--- src/rtl/ma10_pkg.sv ---
// Shared definitions for the moving average block: field widths, the default
// window length and the status record of the iterative divider.
// No dependencies.
`timescale 1ns / 1ps

package ma10_pkg;

  // Width of one ADC sample and of one averaged result in tenths.
  localparam int unsigned SAMPLE_W = 12;
  localparam int unsigned AVG_W    = 16;

  // Default number of samples in the averaging window.
  localparam int unsigned WINDOW_DEF = 20;

  // Status reported by the divider to the sequencer.
  typedef struct packed {
    logic busy;
    logic done;
  } div_status_t;

endpackage

--- src/rtl/ma10_if.sv ---
// Valid/ready channel interfaces for the sample input and the averaged output.
// Depends on ma10_pkg for the payload widths.
`timescale 1ns / 1ps

interface ma10_sample_if;
  import ma10_pkg::*;

  logic                valid;
  logic                ready;
  logic [SAMPLE_W-1:0] sample;

  modport source (output valid, output sample, input ready);
  modport sink (input valid, input sample, output ready);
endinterface

interface ma10_avg_if;
  import ma10_pkg::*;

  logic             valid;
  logic             ready;
  logic [AVG_W-1:0] average_tenths;

  modport source (output valid, output average_tenths, input ready);
  modport sink (input valid, input average_tenths, output ready);
endinterface

--- src/rtl/moving_average_x10.sv ---
// Top level of the moving average block: averages the last WINDOW samples
// in tenths. Depends on ma10_pkg, ma10_if, ma10_ram and ma10_div.
`timescale 1ns / 1ps

// Channel  Role    Handshake    Payload
// in_i     sink    valid/ready  sample, 12 bits unsigned
// out_o    source  valid/ready  average_tenths, 16 bits unsigned
//
// Each request takes WINDOW-dependent time: the oldest slot is read in the
// accepting cycle, then the running sum and ring are updated, then the
// divider is loaded and works out one bit per dividend bit (21 for a
// window of 20), so the one-bit-a-step divider sets the time from
// acceptance to result.
// A new sample is taken once the result has moved into the output register,
// even while that result still waits to be taken downstream.
// Reset clears the count, the write pointer and the running sum at once; the
// sample ring needs no clearing, as a slot is only used once it has been
// written. A stalled output holds the finished quotient in the divider.

module moving_average_x10 #(
  parameter int unsigned WINDOW = ma10_pkg::WINDOW_DEF
) (
  input  logic         clk_i,
  input  logic         rst_ni,
  ma10_sample_if.sink  in_i,
  ma10_avg_if.source   out_o
);
  import ma10_pkg::*;

  // Ring addressing, sample count and sum widths all follow the window.
  localparam int unsigned PTR_W = (WINDOW > 1) ? $clog2(WINDOW) : 1;
  localparam int unsigned CNT_W = $clog2(WINDOW + 1);
  localparam int unsigned SUM_W = $clog2(WINDOW * ((1 << SAMPLE_W) - 1) + 1);
  // Ten times the sum needs four more bits.
  localparam int unsigned DVD_W = SUM_W + 4;

  // Sequencer states.
  localparam logic [1:0] S_IDLE  = 2'd0;
  localparam logic [1:0] S_READ  = 2'd1;
  localparam logic [1:0] S_START = 2'd2;
  localparam logic [1:0] S_DIV   = 2'd3;

  logic [1:0]          state_q, state_d;
  logic [PTR_W-1:0]    wp_q, wp_d;
  logic [CNT_W-1:0]    cnt_q, cnt_d;
  logic [SUM_W-1:0]    sum_q, sum_d;
  logic [SAMPLE_W-1:0] sample_q;
  logic                out_valid_q, out_valid_d;
  logic [AVG_W-1:0]    avg_q;

  logic                in_fire;
  logic                full;
  logic                ram_we;
  logic [SAMPLE_W-1:0] oldest;
  logic [SUM_W-1:0]    drop;
  logic                div_start;
  logic [DVD_W-1:0]    dividend;
  div_status_t         div_st;
  logic [DVD_W-1:0]    quotient;
  logic                out_free;
  logic                out_load;

  assign in_fire  = in_i.valid && in_i.ready;
  assign in_i.ready = (state_q == S_IDLE);
  assign full     = (cnt_q == CNT_W'(WINDOW));
  assign out_free = !out_valid_q || out_o.ready;
  assign out_load = (state_q == S_DIV) && div_st.done && out_free;

  // The oldest sample is read in the accepting cycle, so its value is back
  // in the following cycle when the ring slot is overwritten. Each request
  // finishes its write before the next one can read, so no forwarding is
  // needed.
  ma10_ram #(
    .WIDTH (SAMPLE_W),
    .DEPTH (WINDOW)
  ) u_ring (
    .clk_i   (clk_i),
    .we_i    (ram_we),
    .waddr_i (wp_q),
    .wdata_i (sample_q),
    .re_i    (in_fire),
    .raddr_i (wp_q),
    .rdata_o (oldest)
  );

  assign ram_we = (state_q == S_READ);
  // Once the window is full the slot under the pointer holds the oldest
  // sample, which leaves the sum as the new one enters.
  assign drop   = full ? SUM_W'(oldest) : '0;

  // Multiply by ten as eight times plus two times.
  assign dividend  = DVD_W'({sum_q, 3'b000}) + DVD_W'({sum_q, 1'b0});
  assign div_start = (state_q == S_START);

  ma10_div #(
    .DVD_W (DVD_W),
    .DVS_W (CNT_W)
  ) u_div (
    .clk_i      (clk_i),
    .rst_ni     (rst_ni),
    .start_i    (div_start),
    .dividend_i (dividend),
    .divisor_i  (cnt_q),
    .status_o   (div_st),
    .quotient_o (quotient)
  );

  always_comb begin
    state_d = state_q;
    wp_d    = wp_q;
    cnt_d   = cnt_q;
    sum_d   = sum_q;
    case (state_q)
      S_IDLE: begin
        if (in_fire) begin
          state_d = S_READ;
        end
      end
      S_READ: begin
        sum_d = sum_q - drop + SUM_W'(sample_q);
        if (!full) begin
          cnt_d = cnt_q + 1'b1;
        end
        if (wp_q == PTR_W'(WINDOW - 1)) begin
          wp_d = '0;
        end else begin
          wp_d = wp_q + 1'b1;
        end
        state_d = S_START;
      end
      S_START: begin
        state_d = S_DIV;
      end
      S_DIV: begin
        if (out_load) begin
          state_d = S_IDLE;
        end
      end
      default: begin
        state_d = S_IDLE;
      end
    endcase
  end

  // The output register parts the divider from the downstream side.
  always_comb begin
    out_valid_d = out_valid_q;
    if (out_load) begin
      out_valid_d = 1'b1;
    end else if (out_o.ready) begin
      out_valid_d = 1'b0;
    end
  end

  always_ff @(posedge clk_i or negedge rst_ni) begin
    if (!rst_ni) begin
      state_q     <= S_IDLE;
      wp_q        <= '0;
      cnt_q       <= '0;
      sum_q       <= '0;
      out_valid_q <= 1'b0;
    end else begin
      state_q     <= state_d;
      wp_q        <= wp_d;
      cnt_q       <= cnt_d;
      sum_q       <= sum_d;
      out_valid_q <= out_valid_d;
    end
  end

  always_ff @(posedge clk_i) begin
    if (in_fire) begin
      sample_q <= in_i.sample;
    end
    if (out_load) begin
      avg_q <= quotient[AVG_W-1:0];
    end
  end

  assign out_o.valid          = out_valid_q;
  assign out_o.average_tenths = avg_q;

`ifndef SYNTH
  // The count never exceeds the window and the pointer stays on the ring.
  a_count_bound : assert property (@(posedge clk_i) disable iff (!rst_ni)
    (cnt_q <= CNT_W'(WINDOW)) && (32'(wp_q) < WINDOW))
    else $error("sample count or write pointer out of range");

  // The running sum can never exceed the largest possible held samples.
  a_sum_bound : assert property (@(posedge clk_i) disable iff (!rst_ni)
    (32'(sum_q) <= 32'(cnt_q) * ((32'd1 << SAMPLE_W) - 32'd1)))
    else $error("running sum exceeds count times full scale");

  // No sample is taken while the divider works on the previous one.
  a_no_accept_busy : assert property (@(posedge clk_i) disable iff (!rst_ni)
    in_fire |-> !div_st.busy)
    else $error("sample accepted during a division");

  // Every accepted sample is followed by a ring write in the next cycle.
  a_write_follows : assert property (@(posedge clk_i) disable iff (!rst_ni)
    in_fire |=> ram_we)
    else $error("ring write missing after sample acceptance");
`endif

endmodule

--- src/rtl/ma10_ram.sv ---
// Generic single-port-write, single-port-read RAM with a registered read.
// No dependencies.
`timescale 1ns / 1ps

module ma10_ram #(
  parameter int unsigned WIDTH = 12,
  parameter int unsigned DEPTH = 20,
  localparam int unsigned ADDR_W = (DEPTH > 1) ? $clog2(DEPTH) : 1
) (
  input  logic              clk_i,
  input  logic              we_i,
  input  logic [ADDR_W-1:0] waddr_i,
  input  logic [WIDTH-1:0]  wdata_i,
  input  logic              re_i,
  input  logic [ADDR_W-1:0] raddr_i,
  output logic [WIDTH-1:0]  rdata_o
);

  logic [WIDTH-1:0] mem_q [DEPTH];
  logic [WIDTH-1:0] rdata_q;

  always_ff @(posedge clk_i) begin
    if (we_i) begin
      mem_q[waddr_i] <= wdata_i;
    end
    if (re_i) begin
      rdata_q <= mem_q[raddr_i];
    end
  end

  assign rdata_o = rdata_q;

endmodule

--- src/rtl/ma10_div.sv ---
// Radix-2 restoring divider, one quotient bit per cycle.
// Depends on ma10_pkg for the status record.
`timescale 1ns / 1ps

module ma10_div #(
  parameter int unsigned DVD_W = 21,
  parameter int unsigned DVS_W = 5
) (
  input  logic                 clk_i,
  input  logic                 rst_ni,
  input  logic                 start_i,
  input  logic [DVD_W-1:0]     dividend_i,
  input  logic [DVS_W-1:0]     divisor_i,
  output ma10_pkg::div_status_t status_o,
  output logic [DVD_W-1:0]     quotient_o
);
  import ma10_pkg::*;

  localparam int unsigned STEP_W = $clog2(DVD_W + 1);

  logic              busy_q, busy_d;
  logic              done_q, done_d;
  logic [STEP_W-1:0] step_q, step_d;
  logic [DVD_W-1:0]  dvd_q;
  logic [DVS_W-1:0]  rem_q;
  logic [DVS_W-1:0]  dvs_q;

  logic [DVS_W:0] rem_sh;
  logic [DVS_W:0] diff;
  logic           fits;

  // The dividend register shifts out at the top and collects quotient bits
  // at the bottom, so after DVD_W steps it holds the quotient.
  always_comb begin
    rem_sh = {rem_q, dvd_q[DVD_W-1]};
    diff   = rem_sh - {1'b0, dvs_q};
    fits   = ~diff[DVS_W];
  end

  always_comb begin
    busy_d = busy_q;
    done_d = done_q;
    step_d = step_q;
    if (start_i) begin
      busy_d = 1'b1;
      done_d = 1'b0;
      step_d = STEP_W'(DVD_W);
    end else if (busy_q) begin
      step_d = step_q - 1'b1;
      if (step_q == STEP_W'(1)) begin
        busy_d = 1'b0;
        done_d = 1'b1;
      end
    end
  end

  always_ff @(posedge clk_i or negedge rst_ni) begin
    if (!rst_ni) begin
      busy_q <= 1'b0;
      done_q <= 1'b0;
      step_q <= '0;
    end else begin
      busy_q <= busy_d;
      done_q <= done_d;
      step_q <= step_d;
    end
  end

  always_ff @(posedge clk_i) begin
    if (start_i) begin
      dvd_q <= dividend_i;
      rem_q <= '0;
      dvs_q <= divisor_i;
    end else if (busy_q) begin
      dvd_q <= {dvd_q[DVD_W-2:0], fits};
      rem_q <= fits ? diff[DVS_W-1:0] : rem_sh[DVS_W-1:0];
    end
  end

  assign status_o.busy = busy_q;
  assign status_o.done = done_q;
  assign quotient_o    = dvd_q;

endmodule

--- src/flat_wrapper.sv ---
// flat-port wrapper written by rule: the top's interface ports become plain ports
module moving_average_x10_flat import ma10_pkg::*;
#(
  parameter int unsigned WINDOW = ma10_pkg::WINDOW_DEF
)
  (clk_i, rst_ni, in_i_valid, in_i_sample, in_i_ready, out_o_valid, out_o_average_tenths, out_o_ready);
  ma10_sample_if in_i_i ();
  ma10_avg_if out_o_i ();
  input  logic clk_i;
  input  logic rst_ni;
  input wire logic [$bits(in_i_i.valid)-1:0] in_i_valid;
  input wire logic [$bits(in_i_i.sample)-1:0] in_i_sample;
  output wire logic [$bits(in_i_i.ready)-1:0] in_i_ready;
  output wire logic [$bits(out_o_i.valid)-1:0] out_o_valid;
  output wire logic [$bits(out_o_i.average_tenths)-1:0] out_o_average_tenths;
  input wire logic [$bits(out_o_i.ready)-1:0] out_o_ready;
  assign in_i_i.valid = in_i_valid;
  assign in_i_i.sample = in_i_sample;
  assign in_i_ready = in_i_i.ready;
  assign out_o_valid = out_o_i.valid;
  assign out_o_average_tenths = out_o_i.average_tenths;
  assign out_o_i.ready = out_o_ready;
  moving_average_x10 #(.WINDOW(WINDOW)) u_core (.clk_i(clk_i), .rst_ni(rst_ni), .in_i(in_i_i), .out_o(out_o_i));
endmodule
--- config.mk ---
export PLATFORM = sky130hd
export DESIGN_NAME = moving_average_x10_flat
export DESIGN_NICKNAME = d
export VERILOG_FILES = /design/src/rtl/ma10_pkg.sv /design/src/rtl/ma10_if.sv /design/src/rtl/moving_average_x10.sv /design/src/rtl/ma10_ram.sv /design/src/rtl/ma10_div.sv /design/src/flat_wrapper.sv
export SDC_FILE = /design/constraint.sdc
export NUM_CORES = 1
export LEC_CHECK = 0
export ABC_CLOCK_PERIOD_IN_PS = 5520
export BUFFER_PORTS_ARGS = -buffer_cell sky130_fd_sc_hd__buf_2
export CORE_ASPECT_RATIO = 0.7
export CORE_MARGIN = 10
export CORE_UTILIZATION = 62
export CTS_CLUSTER_DIAMETER = 80
export DETAILED_ROUTE_END_ITERATION = 7
export PLACE_DENSITY = 0.79
export SKIP_LAST_GASP = 1
export SYNTH_ARGS = -nofsm -noshare
export SYNTH_HDL_FRONTEND = slang
export SYNTH_HIERARCHICAL = 1
export SYNTH_SLANG_ARGS = --single-unit
--- constraint.sdc ---
create_clock -name clk_i -period 5.52 [get_ports clk_i]
set_input_delay 0.276 -clock clk_i [delete_from_list [all_inputs] [get_ports clk_i]]
set_output_delay 0.276 -clock clk_i [all_outputs]
set_load 0.03 [all_outputs]
Yosys cells after proc, flatten, opt, wreduce, memory -nomap -nowiden
Memories as Yosys holds them, arrays and structs flattened. A register that Yosys moved wholly into a read port is not among the register bits. Index checks and enable logic that the tools add are counted.

Register bits: 96. Memory bits (writable): 240. Input bits: 16. Output and inout bits: 18. Word-level logic and storage cells: 63. Memories: 1.

Memory list: u_core.u_ring.mem_q (depth 20, bits a word 12, rd ports 1, clocked after Yosys merged registers in 1, write ports 1, RTL line ma10_ram.sv:19) `logic [WIDTH-1:0] mem_q [DEPTH];`.

$add $sub $neg: 7. Equal/unequal tests: 8. Multiplexer cells: 20. Bitwise logic cells: 2. Reductions and logical operators: 12.

Operators by type and width (number): 2-to-1 mux 21 bit (2); adder 20 x 18 -> 21 bit (1); 2-to-1 mux 5 bit (4); adder 17 x 12 -> 17 bit (1); subtractor 17 bit (1); 2-to-1 mux 12 bit (1); adder 5 x 1 -> 5 bit, second input constant (2); equality test 5 bit, second input constant (2); 2-to-1 mux 1 bit (10); case mux 2 bit (4 select lines) (1); AND reduction 2 bit (3); nonzero test 2 bit (3); subtractor 6 x 5 -> 6 bit (1); equality test 5 x 1 -> 1 bit, second input constant (1); subtractor 5 x 1 -> 5 bit, second input constant (1); equality test 2 bit, second input constant (2); 2-to-1 mux 2 bit (2); logical AND 1 bit (3); equality test 2 x 1 -> 1 bit, second input constant (1); logical NOT 2 bit (1); inequality test 2 x 1 -> 1 bit, second input constant (1); inequality test 2 bit, second input constant (1); NOT 1 bit (2); logical NOT 1 bit (1); logical OR 1 bit (1).

Longest topological paths before layout
Gate-level depths: netlist of run 1.

Word-level depth: 5. Depth in mapped cells: 15. Mapped depth without buffers: 14.

By module
The synthesis of run 1 kept the hierarchy.

Modules (own cells, without submodules): ma10_ram (instances 1, cells each 465, area an instance 9688.0 um2, seq. area each 7567.3 um2); moving_average_x10 (instances 1, cells each 412, area an instance 4136.5 um2, seq. area each 1591.5 um2); ma10_div (instances 1, cells each 137, area an instance 1840.5 um2, seq. area each 1056.0 um2).

Least setup slack after synthesis of run 1
Ideal clock, no wire load.

Path type: register to register. Start: register u_core.cnt_q[0]. End: register u_core.sum_q[16]. Library setup time: 0.123 ns. Data arrival time: 3.102 ns. Data required time: 5.397 ns. Setup slack: 2.295 ns. Cell stages (with the launch flop): 16. Buffers on the path: 2. Period minus slack after synthesis: 3.225 ns. Cells stage by stage: dfrtp_1 inv_1 ha_1 and4b_1 clkbuf_1 and2_1 fa_1 inv_1 ha_1 buf_6 and4_1 nand2_1 or4_4 o211ai_2 xor2_1 a21oi_1.

Word-level cells in the longest chain between the ends: 4.

Ends and longest elaborated chain: start: declaration (RTL line moving_average_x10.sv:45) `logic [CNT_W-1:0] cnt_q, cnt_d;`; start signal: assignment (RTL line moving_average_x10.sv:165) `cnt_q <= cnt_d;`; equality test 5 bit (RTL line moving_average_x10.sv:65) `assign full = (cnt_q == CNT_W'(WINDOW));`; 2-to-1 mux 12 bit (RTL line moving_average_x10.sv:89) `assign drop = full ? SUM_W'(oldest) : '0;`; subtractor 17 bit (RTL line moving_average_x10.sv:120) `sum_d = sum_q - drop + SUM_W'(sample_q);`; adder 17 x 12 -> 17 bit (RTL line moving_average_x10.sv:120); end signal: assignment (RTL line moving_average_x10.sv:166) `sum_q <= sum_d;`; end: declaration (RTL line moving_average_x10.sv:46) `logic [SUM_W-1:0] sum_q, sum_d;`.

No other way between the ends. A chain may end at the register's enable or synchronous reset.

Final worst setup path of run 1
Start: register u_core.cnt_q[0]. End: register u_core.sum_q[8].

Same word-level chain as after synthesis.

==> results.ini, run 1 <==
[synth]
yosys_warnings=6
syn_avg_cell_area_um2=15.46
synthesis.nets=1090
syn_area_um2=15660
synth_cells=1013

[detailed_routing]
vias_per_cell=6.139
final_antenna_net_count=0
drt_iter0_drc=888
drc=0
drt_pass1_iterations=5
finalWirelength_mm=31.44
detail_route.wl_per_cell_um=22.03
vias=8760

[sta]
hold_violations=0
fmax_ghz=0.2752
setup_viol=0
finalSetupTns_ps=0
min_period_ps=3633
rsz0062_at_grt=no
finalClockSkew_ps=16.93
slew_headroom=0.1079
drv_slew=0
worst_pin_slew_ps=1333
fin_hold_ws_ps=187.6
layout_worst_path_cycle_share=0.6582

[setup_path]
r2r_cells=14
end_kind=flop
crit_path_start_kind=flop
worstSetupEndpoint=u_core/sum_q[8]
cp-startpoint=u_core/cnt_q[0]
worstSetupPathDepth=14
critPathRequiredTime_ps=5880
r2r-end=u_core/sum_q[8]
arrival_ps=3990
path_common_cell=ha_1
r2r_start=u_core/cnt_q[0]
slowest_stage=fa_1
crit_fanout=14
path_cells=inv_1 -> ha_1 -> and4b_1 -> and2_1 -> ha_1 -> inv_1 -> ha_1 -> fa_1 -> a21o_1 -> a31oi_1 -> o21ai_0 -> a21oi_1 -> xor2_1 -> mux2i_1
rrSetupSlack_ps=1890
cp_top_family=adder cells
critical-path-max-stage-delay_ps=480
crit_buf_inv=2
path_class=flop to flop

[floorplan]
core_area_um2=24740
start_util=0.6328
io_pins=34
rows=48
die_area_um2=32110
dieHeight_um=153.0
die_w_um=209.9

[clocking]
clock_sinks=348
cts_resized=0
cts_setup_buffers=0
worstSkewPairLatency_ps=510
clk_pin_slew_ps=60
ctsRootBufferMaster=clkbuf_16
htreeDepth=2
cts-buffers-inserted=34
cts.path.max_buffers=3
cts_tree=yes

[pwr]
p_per_area_nw_per_um2=589.8
p_sw_uw=3658
p_comb_frac=0.409
pwr-share-seq=0.378
ir_worst_vdd_uv=511.1
p_clk_frac=0.214
intPower_uw=6559
p_leak_uw=0.006400
power_uw=10220
swShare=0.3581

[global_routing]
use_met3=0.04662
antenna_found_initial=0
grt_pass1_wl_mm=49.12
grt_use_total=0.1935
busiest_layer=met2
grt_pass1_vias=8411
globalRouteMet2Util=0.2887
grt_max_degree=42
grt_util_met1=0.2836
grt-ovfl-total=0

[finish]
layout-drive-gt1-share=0.1744
layout.cells.non_filler=1427
n_fill_cell=1572
fin_nets=1155
syn_to_final_growth_pct=10.63

[status]
status=finished clean

[placement]
post-dp-hpwl_mm=19.87
portBuffers=33
place_congestion=0.8752
placed_cells=1353

[hold_path]
hp-class=input port to flop

[run]
drv_cap=0

-- power by group through the flow --
stage,Sequential (uW),Combinational [uW],Clock [uW]
2_1_floorplan,3710,3420,0
3_3_place_gp,3900,3980,0
3_5_place_dp,3910,4080,0
4_1_cts,3860,4140,2220
5_1_grt,3930,4590,2330
6_report,3860,4180,2180
-- registers in the layout, indices dropped and copies added, names as in the netlist --
| name | flops |
|---|---|
| u_core/cnt_q | 5 |
| u_core/out_o.average_tenths | 16 |
| u_core/out_o.valid | 1 |
| u_core/sample_q | 12 |
| u_core/state_q | 2 |
| u_core/sum_q | 17 |
| u_core/u_div/busy_q | 1 |
| u_core/u_div/done_q | 1 |
| u_core/u_div/dvs_q | 5 |
| u_core/u_div/quotient_o | 21 |
| u_core/u_div/rem_q | 5 |
| u_core/u_div/step_q | 5 |
| u_core/u_ring/mem_q | 240 |
| u_core/u_ring/rdata_o | 12 |
| u_core/wp_q | 5 |
-- final cells by class --
class,instances,area (um2),share of cell area
Sequential cell,348,10220,0.5900
Multi-Input combinational cell,549,4908,0.2834
Clock buffer,42,880.8,0.05085
Timing Repair Buffer,67,455.4,0.02629
Tap cell,325,406.6,0.02348
Inverter,78,292.8,0.01690
Clock inverter,17,155.1,0.008957
Antenna cell,1,2.502,0.0001445
-- timing repair --
action,CTS,global route
hold buffers,14,0
endpoints found under the hold margin,50,0
setup endpoints to repair,0,0
-- placed cells by master (no fill, tap or decap), types with 16 or more instances in the layout --
| cell | instances |
|---|---|
| edfxtp_1 | 306 |
| inv_1 | 78 |
| mux2i_1 | 56 |
| nor2_1 | 49 |
| ha_1 | 47 |
| mux2_2 | 37 |
| mux4_2 | 37 |
| nand2_1 | 35 |
| dfrtp_1 | 35 |
| clkbuf_16 | 34 |
| a22oi_1 | 34 |
| buf_2 | 33 |
| a21oi_1 | 31 |
| o21ai_0 | 29 |
| xnor2_1 | 25 |
| buf_4 | 20 |
| and2_1 | 16 |
-- tightest hold or removal path, stage by stage --
cell     delay (ps)
buf_2           110
inv_1            40
a21oi_1          80
nand2_1          70
o21ai_0          60
-- per-stage QoR --
step	area, um2	setup WS, ps	util
after global routing	17320	1694	0.6999
after detailed placement	16140	1980	0.6524
final	17320	1887	0.7000
after floorplan	15660	2295	-
after global placement	16140	2088	0.6524
after CTS	17320	1939	0.6999
-- routing by layer --
layer / wire length (um) / vias up
met4: 580 / 0
met5: 0 / -
met2: 14210 / 379
li1: - / 3969
met3: 2834 / 56
met1: 13820 / 4356
-- worst min-delay path by stage --
stage	cells past startpoint	slack [ps]	from	endpoint
after global routing	4	230	in_i_valid	u_core/state_q[1]
after CTS	5	150	in_i_valid	u_core/state_q[1]
after detailed placement	0	430	u_core/u_div/quotient_o[8]	u_core/out_o.average_tenths[8]
final	5	190	in_i_valid	u_core/state_q[1]
after global placement	0	430	u_core/u_div/quotient_o[9]	u_core/out_o.average_tenths[9]
after floorplan	0	-20	rst_ni	u_core/cnt_q[0]
Note: power is estimated with default switching activity, not from simulation.
==> run 2, diff against run 1 <==
Settings changed: ABC_AREA from default to 1, ABC_CLOCK_PERIOD_IN_PS 5520 to 2970, CORE_UTILIZATION 62 to 57, PLACE_DENSITY 0.79 to 0.76.
Clock period 5.52 ns to 2.97 ns, I/O delays scaled along.
==> results.ini, run 2 <==
[clocking]
cts-buffers-inserted=35  ; was 34
worstSkewPairLatency_ps=530  ; was 510 ps
cts.path.max_buffers=3  ; unchanged
ctsRootBufferMaster=clkbuf_16  ; unchanged
htreeDepth=2  ; unchanged
clk_pin_slew_ps=60  ; about the same
cts_tree=yes  ; unchanged
clock_sinks=348  ; unchanged

[detailed_routing]
detail_route.wl_per_cell_um=18.34  ; was 22.03 um
finalWirelength_mm=38.94  ; was 31.44 mm
wl_met2_mm=16.86  ; was 14.21 mm
dr_wl_met3_mm=3.800  ; was 2.834 mm
vias_per_cell=5.567  ; was 6.139
drt_pass1_iterations=5  ; unchanged
met1_length_mm=17.58  ; was 13.82 mm
top_layer=met4  ; unchanged
final_antenna_net_count=0  ; unchanged
drc=0  ; unchanged
vias=11820  ; was 8760
drt_iter0_drc=1281  ; was 888

[global_routing]
grt_use_total=0.2128  ; was 0.1935
grt-ovfl-total=0  ; unchanged
grt_pass1_wl_mm=61.51  ; was 49.12 mm
grt_max_degree=88  ; was 42
antenna_found_initial=0  ; unchanged
grt_pass1_vias=11270  ; was 8411

[setup_path]
critical-path-max-stage-delay_ps=420  ; was 480 ps
path_cells=inv_1 -> ha_1 -> nand3_1 -> nor2_2 -> inv_2 -> buf_12 -> nor2_1 -> fa_1 -> inv_1 -> ha_2 -> nand2_2 -> inv_1 -> nand2_1 -> nand2_1 -> a21oi_1 -> nand3_1 -> nand3_1 -> nand2_1  ; was inv_1 -> ha_1 -> and4b_1 -> and2_1 -> ha_1 -> inv_1 -> ha_1 -> fa_1 -> a21o_1 -> a31oi_1 -> o21ai_0 -> a21oi_1 -> xor2_1 -> mux2i_1
r2r_cells=18  ; was 14
worstSetupPathDepth=18  ; was 14
critPathRequiredTime_ps=3380  ; was 5880 ps
arrival_ps=3250  ; was 3990 ps
slowest_stage=fa_1  ; unchanged
path_class=flop to flop  ; unchanged
crit_path_start_kind=flop  ; unchanged
end_kind=flop  ; unchanged
cp_top_family=simple AND/OR/NAND/NOR gates  ; was adder cells
crit_buf_inv=5  ; was 2
crit_fanout=12  ; was 14

[synth]
synthesis.nets=1721  ; was 1090
syn_avg_cell_area_um2=10.05  ; was 15.46 um2
yosys_warnings=6  ; unchanged
syn_area_um2=16520  ; was 15660 um2
synth_cells=1644  ; was 1013

[floorplan]
die_area_um2=36300  ; was 32110 um2
rows=52  ; was 48
die_w_um=223.5  ; was 209.9 um
io_pins=34  ; unchanged
start_util=0.5745  ; was 0.6328
dieHeight_um=162.4  ; was 153.0 um
core_area_um2=28760  ; was 24740 um2

[finish]
regMostFlops=u_core/u_ring/mem_q  ; unchanged
fin_nets=1799  ; was 1155
syn_to_final_growth_pct=12.97  ; was 10.63%
fin_area_um2=18660  ; was 17320 um2
layout-drive-gt1-share=0.1209  ; was 0.1744
largest_reg_flops=240  ; unchanged
final_common_cell=nand2_1  ; was edfxtp_1
mostFrequentLayoutCells=nand2_1 (531), edfxtp_1 (306), nand3_1 (203)  ; was edfxtp_1 (306), inv_1 (78), mux2i_1 (56)
diodes=0  ; was 1

[sta]
worst_pin_slew_ps=966.2  ; was 1333 ps
hold_violations=0  ; unchanged
drv_slew=0  ; unchanged
slew_headroom=0.3559  ; was 0.1079
min_period_ps=2836  ; was 3633 ps
layout_worst_path_cycle_share=0.9547  ; was 0.6582
fmax_ghz=0.3527  ; was 0.2752 GHz
finalClockSkew_ps=27.53  ; was 16.93 ps
setup_viol=0  ; unchanged

[hold_path]
hp-class=input port to asynchronous set/reset pin  ; was input port to flop

[pwr]
ir_worst_vdd_uv=587.9  ; was 511.1 uV
p_sw_uw=8667  ; was 3658 uW
p_per_area_nw_per_um2=1099  ; was 589.8 nW/um2
swShare=0.4225  ; was 0.3581
p_comb_frac=0.455  ; was 0.409
p_clk_frac=0.211  ; was 0.214
intPower_uw=11850  ; was 6559 uW
p_leak_uw=0.007913  ; was 0.006400 uW
power_uw=20510  ; was 10220 uW
pwr-share-seq=0.334  ; was 0.378

[status]
status=finished clean  ; unchanged

[placement]
post-dp-hpwl_mm=24.78  ; was 19.87 mm
place_congestion=0.8659  ; was 0.8752
dpl-instance-area_um2=17320  ; was 16140 um2
portBuffers=33  ; unchanged

[run]
drv_cap=0  ; unchanged

## run 2: through the flow
step / hold WS (ps) / TNS (ps) / cells / util / setup WS, ps
floorplan: -147.1 / 0 / 1644 / - / 262.0
global placement: 325.2 / 0 / 2046 / 0.6022 / 152.8
detailed placement: 326.6 / 0 / 2046 / 0.6022 / 60.25
CTS: 312.8 / 0 / 2121 / 0.6458 / 7.978
global route: 317.8 / -83.90 / 2123 / 0.6490 / -39.11
finish: 306.7 / 0 / 2123 / 0.6490 / 134.4
## run 2: worst paths after layout
| kind | start | to | slack (ps) |
|---|---|---|---|
| max | u_core/cnt_q[1] | u_core/sum_q[15] | 130 |
| min | rst_ni | u_core/u_div/step_q[2] | 310 |
| max reg2reg | u_core/cnt_q[1] | u_core/sum_q[15] | 130 |
| min reg2reg | u_core/u_div/quotient_o[10] | u_core/out_o.average_tenths[10] | 460 |
| max in group asynchronous | rst_ni | u_core/wp_q[0] | 1950 |
| min in group clk_i | in_i_sample[2] | u_core/sample_q[2] | 330 |
## run 2: area by class of cell
type                    instances  area [um2]
well taps                     378       473.0
repair buffers                100       768.2
fillers                      2187       10090
flip-flops and latches        348       10220
inverters                     180       676.9
multi-input cells            1057        5421
clock inverters                18       181.4
clock buffers                  42       923.4
## run 2: power groups by stage
| stage | Clock [uW] | Sequential, uW | Combinational [uW] |
|---|---|---|---|
| 2_1_floorplan | 0 | 6800 | 6600 |
| 3_3_place_gp | 0 | 6900 | 8700 |
| 3_5_place_dp | 0 | 6930 | 8930 |
| 4_1_cts | 4360 | 6840 | 9020 |
| 5_1_grt | 4570 | 6920 | 10500 |
| 6_report | 4330 | 6860 | 9330 |
## run 2: worst register-to-register path: stages, from the launching register on
cell and delay, ps:
dfrtp_1 390, inv_1 90, ha_1 150, nand3_1 90, nor2_2 170, inv_2 70
buf_12 150, nor2_1 110, fa_1 420, inv_1 70, ha_2 300, nand2_2 100
inv_1 50, nand2_1 60, nand2_1 60, a21oi_1 170, nand3_1 130, nand3_1 100
nand2_1 50
## run 2: metal layers
layer	up-vias	GRT usage
li1	5615	-
met2	528	0.3153
met5	-	0
met1	5620	0.3193
met4	0	0.05421
met3	56	0.03515
## run 2: repair_timing
item	4_1_cts	5_1_grt
hold buffers	15	0
gates resized for setup	0	28
setup endpoints to repair	0	13
setup buffers	0	2
endpoints found under the hold margin	51	0
